File: src/sv/sdes_pkg.sv
// sdes_pkg: widths, permutation tables, s-boxes and round functions of the byte cipher
`timescale 1ns / 1ps
`default_nettype none
package sdes_pkg;

    localparam int unsigned DATA_W  = 8;
    localparam int unsigned KEY_W   = 10;
    localparam int unsigned HALF_W  = 5;
    localparam int unsigned NIB_W   = 4;
    localparam int unsigned CFG_W   = 10;
    localparam int unsigned CFG_IDX_W = 1;

    typedef logic [DATA_W-1:0]    byte_t;
    typedef logic [KEY_W-1:0]     key_t;
    typedef logic [HALF_W-1:0]    half_t;
    typedef logic [NIB_W-1:0]     nib_t;
    typedef logic [CFG_W-1:0]     cfg_data_t;
    typedef logic [CFG_IDX_W-1:0] cfg_idx_t;

    // register indexes on the configuration port
    localparam cfg_idx_t REG_KEY  = cfg_idx_t'(0);
    localparam cfg_idx_t REG_MODE = cfg_idx_t'(1);

    // round keys in the order the two rounds use them
    typedef struct packed {
        byte_t ka;
        byte_t kb;
    } subkeys_t;

    localparam logic [3:0] P10_TAB [KEY_W]  = '{4'd2, 4'd4, 4'd1, 4'd6, 4'd3,
                                                4'd9, 4'd0, 4'd8, 4'd7, 4'd5};
    localparam logic [3:0] P8_TAB  [DATA_W] = '{4'd5, 4'd2, 4'd6, 4'd3,
                                                4'd7, 4'd4, 4'd9, 4'd8};
    localparam logic [1:0] EP_TAB  [DATA_W] = '{2'd3, 2'd0, 2'd1, 2'd2,
                                                2'd1, 2'd2, 2'd3, 2'd0};
    localparam logic [1:0] P4_TAB  [NIB_W]  = '{2'd1, 2'd3, 2'd2, 2'd0};
    localparam logic [2:0] IP_TAB  [DATA_W] = '{3'd1, 3'd5, 3'd2, 3'd0,
                                                3'd3, 3'd7, 3'd4, 3'd6};
    localparam logic [2:0] IPI_TAB [DATA_W] = '{3'd3, 3'd0, 3'd2, 3'd4,
                                                3'd6, 3'd1, 3'd7, 3'd5};

    localparam logic [1:0] S0_BOX [4][4] = '{'{2'd1, 2'd0, 2'd3, 2'd2},
                                             '{2'd3, 2'd2, 2'd1, 2'd0},
                                             '{2'd0, 2'd2, 2'd1, 2'd3},
                                             '{2'd3, 2'd1, 2'd3, 2'd2}};
    localparam logic [1:0] S1_BOX [4][4] = '{'{2'd0, 2'd1, 2'd2, 2'd3},
                                             '{2'd2, 2'd0, 2'd1, 2'd3},
                                             '{2'd3, 2'd0, 2'd1, 2'd0},
                                             '{2'd2, 2'd1, 2'd0, 2'd3}};

    function automatic key_t perm_p10(input key_t v);
        key_t r;
        for (int i = 0; i < KEY_W; i++)
        begin
            r[i] = v[P10_TAB[i]];
        end
        return r;
    endfunction

    function automatic byte_t perm_p8(input key_t v);
        byte_t r;
        for (int i = 0; i < DATA_W; i++)
        begin
            r[i] = v[P8_TAB[i]];
        end
        return r;
    endfunction

    function automatic byte_t perm_ep(input nib_t v);
        byte_t r;
        for (int i = 0; i < DATA_W; i++)
        begin
            r[i] = v[EP_TAB[i]];
        end
        return r;
    endfunction

    function automatic nib_t perm_p4(input nib_t v);
        nib_t r;
        for (int i = 0; i < NIB_W; i++)
        begin
            r[i] = v[P4_TAB[i]];
        end
        return r;
    endfunction

    function automatic byte_t perm_ip(input byte_t v);
        byte_t r;
        for (int i = 0; i < DATA_W; i++)
        begin
            r[i] = v[IP_TAB[i]];
        end
        return r;
    endfunction

    function automatic byte_t perm_ipinv(input byte_t v);
        byte_t r;
        for (int i = 0; i < DATA_W; i++)
        begin
            r[i] = v[IPI_TAB[i]];
        end
        return r;
    endfunction

    function automatic half_t rotl1(input half_t v);
        return {v[HALF_W-2:0], v[HALF_W-1]};
    endfunction

    function automatic half_t rotl2(input half_t v);
        return {v[HALF_W-3:0], v[HALF_W-1:HALF_W-2]};
    endfunction

    // s-box row is outer bits, column is inner bits
    function automatic logic [1:0] sbox0(input nib_t h);
        return S0_BOX[{h[3], h[0]}][h[2:1]];
    endfunction

    function automatic logic [1:0] sbox1(input nib_t h);
        return S1_BOX[{h[3], h[0]}][h[2:1]];
    endfunction

    function automatic byte_t feistel(input byte_t v, input byte_t sk);
        byte_t e;
        nib_t  s;
        nib_t  f;
        e = perm_ep(v[NIB_W-1:0]) ^ sk;
        s = {sbox0(e[DATA_W-1:NIB_W]), sbox1(e[NIB_W-1:0])};
        f = perm_p4(s);
        return {v[DATA_W-1:NIB_W] ^ f, v[NIB_W-1:0]};
    endfunction

    function automatic byte_t cipher(input byte_t v, input subkeys_t sk);
        byte_t b;
        b = perm_ip(v);
        b = feistel(b, sk.ka);
        b = {b[NIB_W-1:0], b[DATA_W-1:NIB_W]};
        b = feistel(b, sk.kb);
        return perm_ipinv(b);
    endfunction

endpackage
`default_nettype wire

File: src/sv/sdes_if.sv
// sdes_in_if / sdes_out_if: valid/ready channels carrying one byte each
`timescale 1ns / 1ps
`default_nettype none
interface sdes_in_if;
    logic                 valid;
    logic                 ready;
    sdes_pkg::byte_t      data_in;

    modport source (output valid, output data_in, input ready);
    modport sink   (input valid, input data_in, output ready);
endinterface

interface sdes_out_if;
    logic                 valid;
    logic                 ready;
    sdes_pkg::byte_t      data_out;

    modport source (output valid, output data_out, input ready);
    modport sink   (input valid, input data_out, output ready);
endinterface
`default_nettype wire

File: src/sv/sdes_keysched.sv
// sdes_keysched: configuration registers and the two round keys derived from them
`timescale 1ns / 1ps
`default_nettype none
module sdes_keysched (
    input  wire logic               clk,
    input  wire logic               rst_n,
    input  wire logic               cfg_we,
    input  wire sdes_pkg::cfg_idx_t cfg_index,
    input  wire sdes_pkg::cfg_data_t cfg_data,
    output sdes_pkg::subkeys_t      subkeys
);
    import sdes_pkg::*;

    byte_t k1_reg, k1_next;
    byte_t k2_reg, k2_next;
    logic  mode_reg, mode_next;

    key_t  p10_val;
    half_t hi1, lo1;

    always_comb
    begin
        p10_val   = perm_p10(cfg_data[KEY_W-1:0]);
        hi1       = rotl1(p10_val[KEY_W-1:HALF_W]);
        lo1       = rotl1(p10_val[HALF_W-1:0]);
        k1_next   = k1_reg;
        k2_next   = k2_reg;
        mode_next = mode_reg;
        if (cfg_we)
        begin
            unique case (cfg_index)
                REG_KEY:
                begin
                    k1_next = perm_p8({hi1, lo1});
                    k2_next = perm_p8({rotl2(hi1), rotl2(lo1)});
                end
                REG_MODE: mode_next = cfg_data[0];
                default: ;
            endcase
        end
    end

    // key zero gives all-zero round keys, so reset clears them directly
    always_ff @(posedge clk or negedge rst_n)
    begin
        if (!rst_n)
        begin
            k1_reg   <= '0;
            k2_reg   <= '0;
            mode_reg <= 1'b0;
        end
        else
        begin
            k1_reg   <= k1_next;
            k2_reg   <= k2_next;
            mode_reg <= mode_next;
        end
    end

    assign subkeys.ka = mode_reg ? k2_reg : k1_reg;
    assign subkeys.kb = mode_reg ? k1_reg : k2_reg;

endmodule
`default_nettype wire

File: src/sv/sdes_datapath.sv
// sdes_datapath: input register, cipher logic and result register with flow control
`timescale 1ns / 1ps
`default_nettype none
module sdes_datapath (
    input  wire logic               clk,
    input  wire logic               rst_n,
    input  wire sdes_pkg::subkeys_t subkeys,
    sdes_in_if.sink                 req,
    sdes_out_if.source              rsp
);
    import sdes_pkg::*;

    logic  in_vld_reg, in_vld_next;
    byte_t in_dat_reg;
    logic  out_vld_reg, out_vld_next;
    byte_t out_dat_reg;
    logic  advance;
    logic  take;

    // the result register frees up when empty or being drained this cycle
    assign advance   = !out_vld_reg || rsp.ready;
    assign req.ready = !in_vld_reg || advance;
    assign take      = req.valid && req.ready;

    always_comb
    begin
        in_vld_next  = in_vld_reg;
        out_vld_next = out_vld_reg;
        if (advance)
        begin
            out_vld_next = in_vld_reg;
            in_vld_next  = take;
        end
        else if (take)
        begin
            in_vld_next = 1'b1;
        end
    end

    always_ff @(posedge clk or negedge rst_n)
    begin
        if (!rst_n)
        begin
            in_vld_reg  <= 1'b0;
            out_vld_reg <= 1'b0;
        end
        else
        begin
            in_vld_reg  <= in_vld_next;
            out_vld_reg <= out_vld_next;
        end
    end

    always_ff @(posedge clk)
    begin
        if (take)
        begin
            in_dat_reg <= req.data_in;
        end
        if (advance && in_vld_reg)
        begin
            out_dat_reg <= cipher(in_dat_reg, subkeys);
        end
    end

    assign rsp.valid    = out_vld_reg;
    assign rsp.data_out = out_dat_reg;

endmodule
`default_nettype wire

File: src/sv/simplified_des_byte_cipher_unit.sv
// simplified_des_byte_cipher_unit: top level of the byte cipher
//
//  channel   dir  handshake          payload
//  req       in   valid/ready        data_in  [7:0]
//  rsp       out  valid/ready        data_out [7:0]
//  cfg       in   cfg_we             cfg_index [0], cfg_data [9:0]
//
// one byte per cycle sustained while rsp is ready; an accepted byte passes the input register
// and then the result register around the cipher logic before rsp.valid rises, and a stall
// on rsp can hold it in the input register on the way.
// a stalled rsp holds its byte while one more transaction waits in the input register.
// reset clears the key and mode registers and empties both stages; no clearing pass.
`timescale 1ns / 1ps
`default_nettype none
module simplified_des_byte_cipher_unit (
    input  wire logic                clk,
    input  wire logic                rst_n,
    input  wire logic                cfg_we,
    input  wire sdes_pkg::cfg_idx_t  cfg_index,
    input  wire sdes_pkg::cfg_data_t cfg_data,
    sdes_in_if.sink                  req,
    sdes_out_if.source               rsp
);
    import sdes_pkg::*;

    subkeys_t subkeys;

    sdes_keysched u_keysched (
        .clk       (clk),
        .rst_n     (rst_n),
        .cfg_we    (cfg_we),
        .cfg_index (cfg_index),
        .cfg_data  (cfg_data),
        .subkeys   (subkeys)
    );

    sdes_datapath u_datapath (
        .clk     (clk),
        .rst_n   (rst_n),
        .subkeys (subkeys),
        .req     (req),
        .rsp     (rsp)
    );

endmodule
`default_nettype wire

File: src/flat_wrapper.sv
// flat-port wrapper written by rule: the top's interface ports become plain ports
module simplified_des_byte_cipher_unit_flat import sdes_pkg::*;
  (clk, rst_n, cfg_we, cfg_index, cfg_data, req_valid, req_data_in, req_ready, rsp_valid, rsp_data_out, rsp_ready);
  sdes_in_if req_i ();
  sdes_out_if rsp_i ();
  input  wire logic clk;
  input  wire logic rst_n;
  input  wire logic cfg_we;
  input  wire sdes_pkg::cfg_idx_t cfg_index;
  input  wire sdes_pkg::cfg_data_t cfg_data;
  input wire logic [$bits(req_i.valid)-1:0] req_valid;
  input wire logic [$bits(req_i.data_in)-1:0] req_data_in;
  output wire logic [$bits(req_i.ready)-1:0] req_ready;
  output wire logic [$bits(rsp_i.valid)-1:0] rsp_valid;
  output wire logic [$bits(rsp_i.data_out)-1:0] rsp_data_out;
  input wire logic [$bits(rsp_i.ready)-1:0] rsp_ready;
  assign req_i.valid = req_valid;
  assign req_i.data_in = req_data_in;
  assign req_ready = req_i.ready;
  assign rsp_valid = rsp_i.valid;
  assign rsp_data_out = rsp_i.data_out;
  assign rsp_i.ready = rsp_ready;
  simplified_des_byte_cipher_unit u_core (.clk(clk), .rst_n(rst_n), .cfg_we(cfg_we), .cfg_index(cfg_index), .cfg_data(cfg_data), .req(req_i), .rsp(rsp_i));
endmodule
File: config.mk
export PLATFORM = sky130hd
export DESIGN_NAME = simplified_des_byte_cipher_unit_flat
export DESIGN_NICKNAME = d
export VERILOG_FILES = /design/src/sv/sdes_pkg.sv /design/src/sv/sdes_if.sv /design/src/sv/sdes_keysched.sv /design/src/sv/sdes_datapath.sv /design/src/sv/simplified_des_byte_cipher_unit.sv /design/src/flat_wrapper.sv
export SDC_FILE = /design/constraint.sdc
export NUM_CORES = 1
export LEC_CHECK = 0
export BUFFER_PORTS_ARGS = -buffer_cell sky130_fd_sc_hd__buf_4
export CAP_MARGIN = 20
export CORE_AREA = 10 10 93 74
export CTS_CLUSTER_SIZE = 16
export DETAILED_ROUTE_END_ITERATION = 8
export DIE_AREA = 0 0 103 84
export MAX_ROUTING_LAYER = met4
export PLACE_DENSITY = 0.65
export SYNTH_ARGS = -nofsm -noshare
export SYNTH_HDL_FRONTEND = slang
export SYNTH_SLANG_ARGS = --single-unit
File: constraint.sdc
create_clock -name clk -period 4.6 [get_ports clk]
set_input_delay 0.46 -clock clk [delete_from_list [all_inputs] [get_ports clk]]
set_output_delay 0.46 -clock clk [all_outputs]
set_load 0.1 [all_outputs]
## Word-level counts from Yosys, hierarchy flattened

Cells that the tools add are included.

| storage, ports and cells | value |
|---|---|
| bits in registers | 35 |
| input bits | 24 |
| output and inout bits | 10 |
| word-level logic and storage cells | 65 |

| operators by class | value |
|---|---|
| $lt $le $gt $ge | 8 |
| mux-type cells | 28 |
| bitwise operators | 13 |
| reductions and logical operators | 9 |

Operators by type and width:

| kind | count |
|---|---|
| two-way mux 8 bit | 10 |
| binary-select mux 8 bit (select 2 bit) | 4 |
| >= comparator 3 bit, second input constant | 8 |
| inverter 2 -> 3 bit | 8 |
| binary-select mux 2 bit (select 2 bit) | 4 |
| two-way mux 2 bit | 8 |
| bitwise XOR 8 bit | 2 |
| bitwise XOR 4 bit | 2 |
| AND reduction 2 bit | 2 |
| logical AND 1 bit | 2 |
| zero test 1 bit | 2 |
| logical OR 1 bit | 2 |
| two-way mux 1 bit | 2 |
| nonzero test 2 bit | 1 |
| inverter 1 bit | 1 |

## Logic depth before layout (Yosys ltp)

Gate-level depths: netlist of the first run.

| logic depth | value |
|---|---|
| depth after elaboration | 19 |
| mapped depth | 15 |
| depth with buffers taken out | 14 |

## Modules after synthesis

Synthesis of the first run repeated with hierarchy kept, for this count alone.

| second synthesis, totals | value |
|---|---|
| cell total of the unflattened synthesis | 157 |
| area, all modules | 1,868.0 µm² |

Modules (own cells, without submodules):

| module | instances | cells an instance | area each (µm²) | seq. area each (µm²) |
|---|---|---|---|---|
| sdes_datapath | 1 | 98 | 1,231.2 | 530.5 |
| sdes_keysched | 1 | 59 | 636.9 | 275.3 |

## Least setup slack after synthesis of the first run

Ideal clock, no wire load.

| timing | value |
|---|---|
| kind | flip-flop to flip-flop |
| start point | reg u_core.u_keysched.mode_reg |
| end point | reg u_core.u_datapath.out_dat_reg[7] (netlist: u_core.u_datapath.rsp.data_out[7]) (data pin) |
| setup time | 0.272 ns |
| arrival time | 3.069 ns |
| required time | 4.328 ns |
| slack | 1.259 ns |
| cell stages (with the launch flop) | 16 |
| path buffers | 1 |
| clock period less this slack | 3.341 ns |
| cells stage by stage | dfrtp_1 buf_6 mux2i_1 xnor2_1 inv_1 ha_1 mux2i_1 a221oi_2 xnor2_2 xnor2_4 inv_1 ha_1 inv_1 mux2i_1 nor3_1 or4b_1 |

| on the way | value |
|---|---|
| cells in the longest elaborated chain, start to end | 19 |
| elaborated cells between the ends (all ways) | 30 |
| those cells by class | mux: 20; bitwise: 10 |

Ends and longest elaborated chain:

| what | RTL line | RTL |
|---|---|---|
| from (decl) | sdes_keysched.sv:16 | `logic mode_reg, mode_next;` |
| from (signal assigned) | sdes_keysched.sv:56 | `mode_reg <= mode_next;` |
| two-way mux 8 bit | sdes_keysched.sv:60 | `assign subkeys.ka = mode_reg ? k2_reg : k1_reg;` |
| bitwise XOR 8 bit | sdes_pkg.sv:126 | `e = perm_ep(v[NIB_W-1:0]) ^ sk;` |
| inverter 2 -> 3 bit (on tied branches) | sdes_pkg.sv:115, sdes_pkg.sv:119 |  |
| binary-select mux 8 bit (select 2 bit) (on tied branches) | sdes_pkg.sv:115, sdes_pkg.sv:119 |  |
| two-way mux 8 bit (on tied branches) (2 in a row) | sdes_pkg.sv:115, sdes_pkg.sv:119 |  |
| binary-select mux 2 bit (select 2 bit) (on tied branches) | sdes_pkg.sv:115, sdes_pkg.sv:119 |  |
| two-way mux 2 bit (on tied branches) (2 in a row) | sdes_pkg.sv:115, sdes_pkg.sv:119 |  |
| bitwise XOR 4 bit | sdes_pkg.sv:129 | `return {v[DATA_W-1:NIB_W] ^ f, v[NIB_W-1:0]};` |
| bitwise XOR 8 bit * | sdes_pkg.sv:126 |  |
| inverter 2 -> 3 bit (implied by the code) | sdes_pkg.sv:115 | `return S0_BOX[{h[3], h[0]}][h[2:1]];` |
| binary-select mux 8 bit (select 2 bit) | sdes_pkg.sv:115 |  |
| two-way mux 8 bit (implied by the code) (2 in a row) | sdes_pkg.sv:115 |  |
| binary-select mux 2 bit (select 2 bit) * | sdes_pkg.sv:115 |  |
| two-way mux 2 bit (implied by the code) * (2 in a row) | sdes_pkg.sv:115 |  |
| bitwise XOR 4 bit * | sdes_pkg.sv:129 |  |
| to (signal assigned) | sdes_datapath.sv:62 | `out_dat_reg <= cipher(in_dat_reg, subkeys);` |
| to (decl) | sdes_datapath.sv:16 | `byte_t out_dat_reg;` |

Every way passes the cells marked *; elsewhere a longest branch is shown, timed or not. The select of a mux whose other input is x is not followed.
A chain may end at the register's enable or synchronous reset.

## Worst setup path after layout of the first run

Same ends and word-level chain as after synthesis.

==> flow_metrics.py, run 1 <==
metrics = {
    "setup_path": {
        "criticalPathCategory": "flop to flop",
        "crit_required_ns": 4.61,
        "path_max_fanout": 10,
        "end_kind": "flop",
        "reg2reg_depth": 14,
        "arrival_ns": 3.82,
        "reg2reg_slack_ns": 0.79,
        "crit-reg2reg-launch": "u_core.u_keysched.mode_reg$_DFFE_PN0P_",
        "cp-start-kind": "flop",
        "startpoint": "u_core.u_keysched.mode_reg$_DFFE_PN0P_",
    },
    "synth": {
        "synth_flop_cell": "edfxtp_1",
        "async_flop_share": 0.448,
        "yosysWarnings": 0,
        "ys_top_cells_by_count": "mux2i_1 (22), xnor2_1 (18), edfxtp_1 (16)",
        "synth_edf_count": 16,
        "syn_inst": 141,
        "yosysMostFrequentCell": "mux2i_1",
        "synthDistinctLibCells": 35,
        "yosysTopAreaCellShare": 0.255,
        "netlist_area_um2": 1880,
        "synth_area_leaders": "edfxtp_1 (25%), dfrtp_1 (17%), mux2i_1 (12%)",
        "ys_ff_latch": 29,
        "syn_avg_cell_area_um2": 13.4,
        "yosysSeqAreaShare": 0.428,
        "synth_nets": 168,
        "synth_area_leader_cell": "edfxtp_1",
    },
    "route": {
        "ant_nets": 0,
        "drt_iter0_markers": 69,
        "drt-vias-per-instance": 4.84,
        "totalWireLength_um": 3600,
        "wire_per_inst_um": 14.9,
        "drc_errors": 0,
        "drtPass1Iterations": 4,
        "vias": 1172,
    },
    "power_and_ir_drop": {
        "intPower_mw": 0.875,
        "seq_power_share": 0.246,
        "p_sw_mw": 0.712,
        "p_sw_frac": 0.449,
        "pwr-share-comb": 0.596,
        "p_leak_nw": 0.968,
        "power_frac_clock": 0.158,
        "power_density_nw_per_um2": 689,
        "peakVddDrop_v": 0.000219,
    },
    "cts": {
        "cts_tree": "built",
        "post-cts-setup-buffers": 0,
        "numCtsBuffers": 5,
        "hold_buffers": 0,
        "clk_pin_slew_ns": 0.07,
        "cts_resized": 0,
        "cts_buffer_depth": 2,
        "h-tree-depth": 2,
        "insertion_delay_ns": 0.28,
        "clkSinkCount": 29,
        "cts.root.buffer_cell": "clkbuf_8",
    },
    "timing": {
        "finClkSkew_ns": 0.00941,
        "fin_crit_sh": 0.828,
        "final.setup.tns_ns": 0,
        "relSlewSlack": 0.450,
        "slew_viol_final": 0,
        "max_clock_freq_ghz": 0.262,
        "tightestPinTransition_ns": 0.823,
        "grt_setup_unrepaired": "no",
        "hold_viol_final": 0,
        "fin_crit_ns": 3.81,
        "layout_setup_ws_ns": 0.790,
        "setup_violations": 0,
    },
    "global_route": {
        "gr-total-overflow": 0,
        "grt_first_pass_wirelength_um": 6090,
        "antenna_found_initial": 0,
        "grt_max_degree": 14,
        "grt_pass1_vias": 1343,
        "grt.total_usage": 0.0912,
    },
    "placed_design": {
        "port_buffers": 33,
        "dp_hpwl_um": 3080,
        "gp_congestion": 0.779,
        "dp_slack_ns": 0.836,
    },
    "final_layout": {
        "drive_gt1_frac": 0.389,
        "area_delta_synth_final_pct": 22.3,
        "antennaDiodeCount": 0,
        "final_net_count": 206,
    },
    "floorplanning": {
        "die_h_um": 84,
        "die_w_um": 103,
        "ios": 34,
        "die-area_um2": 8650,
        "core_um2": 5180,
        "initial_core_util": 0.364,
        "rows": 23,
    },
    "flow_run": {
        "cap_violations": 0,
    },
    "min_path": {
        "min_path_type": "primary input to async pin",
    },
    "outcome": {
        "run_status": "completed",
    },
}
==> cell type report <==
class                   instances  area, um2
repair buffers                 34        255
fillers                       470       2880
inverters                       6       22.5
flip-flops and latches         29        806
clock inverters                 1       6.26
multi-input cells             103       1030
clock buffers                   7        108
well taps                      62       77.6
==> logic make-up (layout without fill, tap and decap cells) <==
logic type,after synthesis,after routing,synth area share
simple gates,20,20,0.0651
flops,29,29,0.428
xor+xnor,34,34,0.203
mux,38,38,0.220
fa+ha+maj,3,3,0.0199
buf+inv,9,48,0.0259
compound gates,8,8,0.0385
==> through the flow <==
| stage | power, mW | instance area [um2] | cells | util | hold WS, ns |
|---|---|---|---|---|---|
| 3_3_place_gp | 1.31 | 2190 | 234 | 0.423 | 0.307 |
| 2_1_floorplan | 1.18 | 1880 | 141 | - | 0.164 |
| 3_5_place_dp | 1.35 | 2190 | 234 | 0.423 | 0.311 |
| 5_1_grt | 1.69 | 2300 | 242 | 0.445 | 0.00373 |
| 6_report | 1.59 | 2300 | 242 | 0.445 | 0.00457 |
| 4_1_cts | 1.60 | 2300 | 242 | 0.445 | 0.00198 |
==> power groups by stage <==
stage | Clock, mW | Sequential, mW | Combinational, mW
5_1_grt | 0.269 | 0.399 | 1.02
3_3_place_gp | 0 | 0.395 | 0.917
3_5_place_dp | 0 | 0.397 | 0.951
4_1_cts | 0.257 | 0.392 | 0.954
6_report | 0.251 | 0.391 | 0.946
2_1_floorplan | 0 | 0.606 | 0.578
==> placed cells by master (no fill, tap or decap), types with 2 or more instances in the layout <==
| cell type | n |
|---|---|
| and2_1 | 2 |
| buf_4 | 34 |
| clkbuf_8 | 6 |
| dfrtp_1 | 13 |
| edfxtp_1 | 16 |
| ha_1 | 3 |
| inv_1 | 5 |
| mux2_2 | 14 |
| mux2i_1 | 22 |
| nand2b_1 | 3 |
| nor2_1 | 2 |
| nor2b_1 | 2 |
| nor3_1 | 4 |
| nor4_1 | 2 |
| o211ai_1 | 2 |
| xnor2_1 | 18 |
| xnor2_2 | 4 |
| xor2_1 | 7 |
| xor2_2 | 3 |
==> path summary, 6_finish.rpt <==
path                                                               end
min in group clk             u_core.u_datapath.in_dat_reg[0]$_DFFE_PP_
min reg2reg                    u_core.u_datapath.rsp.valid$_DFFE_PN0N_
max                        u_core.u_datapath.rsp.data_out[7]$_DFFE_PP_
min                            u_core.u_datapath.rsp.valid$_DFFE_PN0N_
max reg2reg                u_core.u_datapath.rsp.data_out[7]$_DFFE_PP_
max in group asynchronous      u_core.u_keysched.k1_reg[6]$_DFFE_PN0P_
==> critical path, stage by stage, from the launching register on <==
cell and delay, ns:
dfrtp_1 0.63, mux2i_1 0.27, xnor2_1 0.21, inv_1 0.11
ha_1 0.29, mux2i_1 0.08, a221oi_2 0.42, xnor2_2 0.17
xnor2_4 0.26, inv_1 0.07, ha_1 0.28, inv_1 0.03
mux2i_1 0.18, nor3_1 0.07, or4b_1 0.47
==> routing by layer <==
metal | global-route usage | part of all wire | vias to the layer above
met5 | - | 0 | -
met4 | 0.0303 | 0.014 | 0
met3 | 0.0339 | 0.052 | 6
met2 | 0.144 | 0.46 | 33
met1 | 0.104 | 0.47 | 557
li1 | - | - | 576
Power figures use the tool's default switching activity.
==> run 2: changes to the inputs <==
ABC_AREA = 1   (was default)
CORE_AREA = 10 10 98 79   (was 10 10 93 74)
DIE_AREA = 0 0 108 89   (was 0 0 103 84)
PLACE_DENSITY = 0.66   (was 0.65)
clock period = 3.2 ns   (was 4.6 ns; I/O delays follow)
==> run 2 against run 1 <==
Against the previous run:
- global-route usage rose by 3.5 points
- via count is 79% higher
- wire length grew 59%
- hold slack gained 0.19 ns
- cell area rose by 13%
- sequential share of layout area down 4.1 points
- non-clock buffer count increased by 2
- first-iteration DRC count rose by 110%
- sequential power grew 29%
- critical path depth grew 4
- fmax increased by 35%
- critical endpoint unchanged
- largest power group unchanged
==> flow_metrics.py, run 2 <==
metrics = {
    "synth": {
        "syn_inst": 315,
        "yosysMostFrequentCell": "nand2_1",
        "ys_top_cells_by_count": "nand2_1 (123), nand3_1 (59), inv_1 (31)",
        "synthDistinctLibCells": 21,
        "synth_area_leader_cell": "edfxtp_1",
        "netlist_area_um2": 2150,
        "yosysWarnings": 0,
        "yosysSeqAreaShare": 0.375,
        "async_flop_share": 0.448,
        "synth_area_leaders": "edfxtp_1 (22%), nand2_1 (21%), dfrtp_1 (15%)",
        "synth_flop_cell": "edfxtp_1",
        "ys_ff_latch": 29,
        "synth_nets": 342,
        "syn_avg_cell_area_um2": 6.82,
        "synth_edf_count": 16,
        "yosysTopAreaCellShare": 0.224,
    },
    "final_layout": {
        "drive_gt1_frac": 0.217,
        "final_common_cell": "nand2_1",
        "fillers": 626,
        "antennaDiodeCount": 0,
        "final_net_count": 381,
        "final_cell_mix": "nand2_1 (123), nand3_1 (59), buf_4 (35)",
        "area_delta_synth_final_pct": 21.5,
    },
    "cts": {
        "cts.root.buffer_cell": "clkbuf_8",
        "cts_buffer_depth": 2,
        "numCtsBuffers": 5,
        "cts_tree": "built",
        "h-tree-depth": 2,
        "insertion_delay_ns": 0.29,
        "clkSinkCount": 29,
        "post-cts-setup-buffers": 0,
        "clk_pin_slew_ns": 0.08,
    },
    "floorplanning": {
        "ios": 34,
        "die-area_um2": 9610,
        "die_w_um": 108,
        "rows": 25,
        "core_um2": 5970,
        "die_h_um": 89,
        "initial_core_util": 0.360,
    },
    "timing": {
        "max_clock_freq_ghz": 0.353,
        "slew_viol_final": 0,
        "fin_crit_ns": 2.83,
        "tightestPinTransition_ns": 0.911,
        "hold_viol_final": 0,
        "relSlewSlack": 0.393,
        "setup_violations": 0,
        "finClkSkew_ns": 0.0112,
        "final.setup.tns_ns": 0,
        "hold_ws_ns": 0.198,
        "grt_setup_unrepaired": "no",
        "fin_crit_sh": 0.884,
    },
    "setup_path": {
        "r2r-end": "u_core.u_datapath.rsp.data_out[7]$_DFFE_PP_",
        "crit_required_ns": 3.25,
        "reg2reg_depth": 18,
        "reg2reg_slack_ns": 0.37,
        "cp-start-kind": "flop",
        "path_max_fanout": 14,
        "arrival_ns": 2.88,
        "crit-reg2reg-launch": "u_core.u_keysched.mode_reg$_DFFE_PN0P_",
        "criticalPathCategory": "flop to flop",
        "end_kind": "flop",
    },
    "global_route": {
        "grt.total_usage": 0.126,
        "gr-total-overflow": 0,
        "grt_max_degree": 20,
        "top_usage_layer": "met2",
        "antenna_found_initial": 0,
        "grt_pass1_vias": 1972,
        "met2_usage": 0.185,
        "grt_first_pass_wirelength_um": 9300,
        "use_met3": 0.0324,
        "met1_usage": 0.165,
    },
    "power_and_ir_drop": {
        "power_frac_clock": 0.216,
        "power_density_nw_per_um2": 680,
        "seq_power_share": 0.283,
        "p_sw_mw": 0.830,
        "p_sw_frac": 0.468,
        "pwr-share-comb": 0.501,
        "p_leak_nw": 1.38,
        "peakVddDrop_v": 0.000259,
        "intPower_mw": 0.944,
    },
    "route": {
        "vias": 2097,
        "drc_errors": 0,
        "ant_nets": 0,
        "drt_iter0_markers": 142,
        "drt-vias-per-instance": 4.81,
        "totalWireLength_um": 5730,
        "wire_per_inst_um": 13.1,
        "drtPass1Iterations": 4,
    },
    "placed_design": {
        "dp_hpwl_um": 4640,
        "port_buffers": 33,
        "gp_congestion": 1.03,
    },
    "outcome": {
        "run_status": "completed",
    },
    "min_path": {
        "min_from": "req_data_in[1]",
        "hold_path_depth": 1,
        "whs_endpoint": "u_core.u_datapath.in_dat_reg[1]$_DFFE_PP_",
        "min_path_type": "primary input to flop",
    },
    "flow_run": {
        "cap_violations": 0,
    },
}
-- run 2: changes by cell type after synthesis, moves of 7 or more --
cell / before / now
nand2_1: 1 / 123
nand3_1: 1 / 59
inv_1: 5 / 31
mux2i_1: 22 / 0
nand2_2: 0 / 20
xnor2_1: 18 / 0
mux2_2: 14 / 1
a21oi_1: 1 / 12
nor2_1: 2 / 11
nand3_2: 0 / 8
xor2_1: 7 / 0
-- run 2: kinds of logic (layout without fill, tap and decap cells) --
group           after synthesis  after routing  synth area share
simple gates                224            224             0.479
compound gates               20             20            0.0501
flops                        29             29             0.375
fa+ha+maj                     3              3            0.0175
buf+inv                      38             78            0.0733
mux                           1              1           0.00524
-- run 2: worst max path at each step --
stage	depth (start not counted)	from	slack, ns	endpoint
finish	18	u_core.u_keysched.mode_reg$_DFFE_PN0P_	0.37	u_core.u_datapath.rsp.data_out[7]$_DFFE_PP_
global route	18	u_core.u_keysched.mode_reg$_DFFE_PN0P_	0.05	u_core.u_datapath.rsp.data_out[7]$_DFFE_PP_
CTS	18	u_core.u_keysched.mode_reg$_DFFE_PN0P_	0.33	u_core.u_datapath.rsp.data_out[7]$_DFFE_PP_
detailed placement	18	u_core.u_keysched.mode_reg$_DFFE_PN0P_	0.34	u_core.u_datapath.rsp.data_out[7]$_DFFE_PP_
global placement	18	u_core.u_keysched.mode_reg$_DFFE_PN0P_	0.41	u_core.u_datapath.rsp.data_out[7]$_DFFE_PP_
floorplan	3	u_core.u_datapath.rsp.valid$_DFFE_PN0N_	0.49	u_core.u_datapath.in_dat_reg[0]$_DFFE_PP_
-- run 2: layout make-up --
type	count	area [um2]	area share
clock inverter	1	7.51	0.00287
tap	81	101	0.0388
multi-input combinational	248	1190	0.454
timing repair buffer	36	273	0.104
inverter	34	130	0.0498
sequential	29	806	0.309
clock buffer	7	108	0.0412
-- run 2: worst max-delay path: stages, from the launching register on --
cell and delay (ns):
dfrtp_1 0.58, inv_4 0.14, nand2_1 0.14, nand3_1 0.08
nand2_1 0.12, ha_1 0.24, nand3b_1 0.15, nand2_1 0.07
nand2_1 0.10, nand2_2 0.09, nand2_2 0.08, nand3_1 0.08
nand2_1 0.09, ha_1 0.29, nand2_1 0.05, o211ai_1 0.10
nand2_1 0.08, nand2_1 0.06, nand2_1 0.04
-- run 2: routing by layer --
layer	part of all wire	vias to the layer above
met1	0.53	924
met5	0	-
met3	0.041	8
met4	0.0094	0
li1	-	1105
met2	0.42	60
-- run 2: through the flow --
| stage | util | total power [mW] | setup WS (ns) | cell area (um2) | std cells |
|---|---|---|---|---|---|
| 6_report | 0.437 | 1.77 | 0.370 | 2610 | 436 |
| 5_1_grt | 0.437 | 1.91 | 0.0486 | 2610 | 436 |
| 4_1_cts | 0.437 | 1.78 | 0.327 | 2610 | 436 |
| 3_5_place_dp | 0.416 | 1.39 | 0.339 | 2480 | 427 |
| 3_3_place_gp | 0.416 | 1.38 | 0.415 | 2480 | 427 |
| 2_1_floorplan | - | 1.21 | 0.489 | 2150 | 315 |
-- run 2: timing repair --
item | in CTS | in global routing
setup endpoints to repair | 0 | 1
hold endpoints to repair | 13 | 0
hold buffers | 1 | 0
gates resized for setup | 0 | 1
-- run 2: power groups by stage --
stage	Sequential, mW	Clock [mW]	Combinational, mW
2_1_floorplan	0.677	0	0.530
3_3_place_gp	0.508	0	0.870
3_5_place_dp	0.509	0	0.883
4_1_cts	0.502	0.391	0.887
5_1_grt	0.509	0.408	0.993
6_report	0.503	0.383	0.889
